$ cat config.mk
export PLATFORM = sky130hd
export DESIGN_NAME = hfsm_ram
export DESIGN_NICKNAME = d
export VERILOG_FILES = /design/src/rtl/hfsm_ram.sv
export SDC_FILE = /design/constraint.sdc
export NUM_CORES = 1
export LEC_CHECK = 0
export BUFFER_PORTS_ARGS = -buffer_cell sky130_fd_sc_hd__buf_2
export CORE_AREA = 5 5 193 102
export DETAILED_ROUTE_END_ITERATION = 10
export DIE_AREA = 0 0 198 107
export SYNTH_ARGS = -nofsm -noshare
export SYNTH_HDL_FRONTEND = slang
export SYNTH_SLANG_ARGS = --single-unit
$ cat constraint.sdc
create_clock -name clk_i -period 1.5 [get_ports clk_i]
set_input_delay 0.075 -clock clk_i [delete_from_list [all_inputs] [get_ports clk_i]]
set_output_delay 0.075 -clock clk_i [all_outputs]
set_load 0.02 [all_outputs]
$ cat src/rtl/hfsm_ram.sv
// Generic simple dual-port RAM with registered read.
`default_nettype none
module hfsm_ram #(
  parameter int Width = 8,
  parameter int Depth = 16,
  localparam int Aw = (Depth > 1) ? $clog2(Depth) : 1
) (
  input  wire logic             clk_i,
  input  wire logic             we_i,
  input  wire logic [Aw-1:0]    waddr_i,
  input  wire logic [Width-1:0] wdata_i,
  input  wire logic             re_i,
  input  wire logic [Aw-1:0]    raddr_i,
  output logic      [Width-1:0] rdata_o
);

  logic [Width-1:0] mem_q [Depth];
  logic [Width-1:0] rdata_q;

  always_ff @(posedge clk_i) begin
    if (we_i) begin
      mem_q[waddr_i] <= wdata_i;
    end
    if (re_i) begin
      rdata_q <= mem_q[raddr_i];
    end
  end

  assign rdata_o = rdata_q;

endmodule
`default_nettype wire

# ---- After elaboration in Yosys (flattened, before gate mapping)
# Memories as Yosys holds them, arrays and structs flattened. A register that Yosys moved wholly into a read port is not among the register bits.
# Index checks and enable logic that the tools add are counted.
dict set report op_classes {
  muxes 2
}
# cell count
set ops {}
lappend ops {{1-bit 2-to-1 mux} 2}
dict set report totals {
  ff_bits 0
  ramBits 128
  inputBits 19
  output_inout_bits 8
  wordCells 3
  mem_count 1
}
# name depth word_bits read_ports rd_clocked_by_memory_dff write_ports line_no
set mem_list {}
lappend mem_list {mem_q 16 8 1 1 1 17} ;# logic [Width-1:0] mem_q [Depth];

# ---- Depth between registers and ports, before layout
dict set report logic_depth {
  word_depth 2
  mapped_depth 5
  depth_no_buf 3
}

# ---- Worst setup path before layout
# OpenSTA, ideal clock, no wires.
dict set report synth_timing {
  path_type {input -> register}
  startpoint {in waddr_i[2]}
  endpoint {mem mem_q[0][0] (enable)}
  setup_time_ns 0.383
  t_arrival_ns 1.185
  required_time_ns 1.117
  path_slack_ns -0.068
  stages 2
  n_path_buf 0
  path_cell_list {or3b_2 > nor3_1}
}
# item line_no
set synth_lines {}
lappend synth_lines {{from (decl)} 10} ;# input wire logic [Aw-1:0] waddr_i,
lappend synth_lines {{to (decl)} 17}
# Straight into the memory's write port.

==> summary.md <==
| Metric | Value |
|---|---|
| Worst IR Drop VDD | 0.8415 mV |
| Post-Synth XOR/XNOR Area | 0% |
| Clock Sinks | 136 |
| CP Max Fanout | 1 |
| Ports | 27 |
| Unrepaired setup endpoints after global routing | yes |
| P_sw | 1.789 mW |
| Fin. max-slew vios | 0 |
| Max-Cap Viols | 0 |
| Drt total wl | 11.33 mm |
| Vias | 2522 |
| Syn Area/Cell | 22.83 sq um |
| PortBufs | 26 |
| Total GRT Usage | 11.43% |
| Hold_ws | 0.03942 ns |
| First-pass GRT wire length | 17.06 mm |
| Worst-Skew Late Latency | 0.41 ns |
| Overall power | 9.030 mW |
| Gr ovfl total | 0 |
| Synth Area in Simple Gates | 3.135% |
| DRT antenna net count | 0 |
| Crit path max-delay family | multiplexers |
| Largest net degree at the start of global routing | 24 |
| Run status | completed |
| Post-synthesis compound-gate area fraction | 2.298% |
| Syn nets | 248 |
| GPL Wtd Cong | 0.7224 |
| DRT Pass-1 Iters | 4 |
| Seq pwr share | 47.7% |
| Register area share after synthesis | 78.12% |
| Final setup viols | 0 |
| DRT iter0 DRCs | 270 |
| Adder-cell share of the synthesized area | 0% |
| Flip-flop and latch count after synthesis | 136 |
| Clock power share | 47.4% |
| Initial Util | 29.26% |
| Final worst path period share | 97.12% |
| DR vias/cell | 4.602 |
| Die width | 198 um |
| PwrDens | 1395 nW/um^2 |
| Crit path capture type | flip-flop |
| H-tree depth | 4 |
| Layout cells sized above 1 | 35.39% |
| Crit path largest cell delay | 0.47 ns |
| Post-CTS Setup Bufs | 0 |
| Leakage | 2.184 nW |
| Multiplexer share of the synthesized area | 14.79% |
| Synth unique cells | 18 |
| Ys Warns | 0 |
| Arr. time, crit path | 1.62 ns |
| Crit-path cells | mux4_2 > a22oi_2 > buf_4 > nand2_2 |
| Worst Max-Slew Pin Slew | 0.9721 ns |
| Mapped Cells | 229 |
| Row count | 35 |
| Internal | 7.241 mW |
| Mapped Area | 5228 sq um |
| Skew final | 0.005531 ns |
| Clock Path Buffers | 2 |
| Number of buffers and inverters on the critical path | 1 |
| WS Path Type | flip-flop to flip-flop |
| Final period demand of the worst path | 1.457 ns |
| CTS tree | done |
| Area delta synth->final | 23.84% |
| Worst setup SP type | flip-flop |
| DP Wirelength | 8.071 mm |
| Combinational Power Share | 4.9% |
| Reg clk slew, reported paths | 0.06 ns |
| Peak Freq | 686.4 MHz |
| Core area | 17870 sq um |
| Height of the die | 107 um |
| Root buffer cell | clkbuf_16 |
| Crit-path slowest cell | mux4_2 |
| Number of global-route vias before repair | 2646 |
| Final hold violations | 0 |
| Post-CTS Hold Buffers | 0 |
| Die area | 21190 sq um |
| # nets final | 314 |
| Main combinational cell family by area after synthesis | multiplexers |
| Sw Share | 19.82% |
| N_diodes | 0 |
| CTS Buf Count | 17 |
| Util after Layout | 36.23% |
| Max-slew headroom | 34.95% |
| Initial antenna violation count | 0 |
| Worst EP required | 1.66 ns |
| Routed length per instance | 20.68 um |
| HP Class | input pin to flip-flop |
| DRC Markers | 0 |
## per-layer routing
metal / GRT usage [%] / part of all wire, %
met1: 17.47 / 49
met4: 2.898 / 0.23
met5: 0 / 0
met2: 14.59 / 42
met3: 4.929 / 9.3
## state kept, by name, summed over array words and instances (netlist names)
name	count
mem_q	128
rdata_o	8
## cell type report
| cell class | instances | area (sq um) |
|---|---|---|
| flip-flops and latches | 136 | 4084 |
| clock inverters | 13 | 176.4 |
| well taps | 240 | 300.3 |
| clock buffers | 19 | 432.9 |
| multi-input cells | 83 | 1080 |
| fillers | 1666 | 11390 |
| repair buffers | 57 | 400.4 |
## cell families after synthesis
kind of cell,after synthesis
and+or+nand+nor,35
AOI/OAI and AO/OA,16
muxes,32
buffers and inverters,10
DFF,136
## power by group through the flow
stage / Combinational, mW / Sequential [mW] / Clock [mW]
after floorplan: 0.216 / 4.40 / 0
after global placement: 0.435 / 4.38 / 0
after detailed placement: 0.443 / 4.39 / 0
after CTS: 0.445 / 4.31 / 4.36
after global routing: 0.482 / 4.31 / 4.56
final: 0.444 / 4.31 / 4.28
## Yosys cell counts
cell | n | area [sq um]
a22oi_1 | 16 | 120.1
and2_1 | 1 | 6.260
and2b_1 | 1 | 7.510
buf_2 | 3 | 15.01
buf_4 | 1 | 7.510
buf_6 | 3 | 33.78
clkdlybuf4s25_2 | 3 | 30.03
edfxtp_1 | 136 | 4084
mux4_1 | 14 | 367.9
mux4_2 | 18 | 405.4
nand2_1 | 9 | 33.78
nand2b_1 | 2 | 12.51
nand3_1 | 1 | 5.000
nand3b_1 | 2 | 15.01
nor2_1 | 13 | 48.80
nor2b_1 | 1 | 6.260
nor3_1 | 4 | 20.02
or3b_2 | 1 | 8.760
## worst paths after layout
path	start	to	slack [ns]	cells after the start
worst min-delay path	wdata_i[7]	mem_q[12][7]$_DFFE_PP_	0.04	1
worst min register to register	mem_q[14][4]$_DFFE_PP_	rdata_o[4]$_DFFE_PP_	0.74	3
worst max register to register	mem_q[1][6]$_DFFE_PP_	rdata_o[6]$_DFFE_PP_	0.04	4
worst max-delay path	mem_q[1][6]$_DFFE_PP_	rdata_o[6]$_DFFE_PP_	0.04	4
## repair_timing
item | CTS | global route
endpoints found under the setup margin | 0 | 3
hold endpoints to repair | 0 | 0
gates resized for setup | 0 | 4
## placed cells by master, fill, tap and decap left out, types with 4 or more instances in the layout
cell	instances
nand2_1	8
buf_2	26
bufinv_16	4
edfxtp_1	136
buf_4	28
mux4_2	18
mux4_1	14
clkbuf_16	17
nor2_1	13
a22oi_1	13
## stage by stage
step | std cells | area (sq um) | setup TNS [ns] | worst slack (ns)
floorplan | 229 | 5233 | 0 | 0.1426
global placement | 516 | 5847 | -0.5356 | -0.09354
detailed placement | 516 | 5847 | -0.4628 | -0.1010
CTS | 548 | 6456 | 0 | 0.001672
global route | 548 | 6474 | -0.02104 | -0.01681
finish | 548 | 6474 | 0 | 0.04319
(Power assumes the default switching activity.)
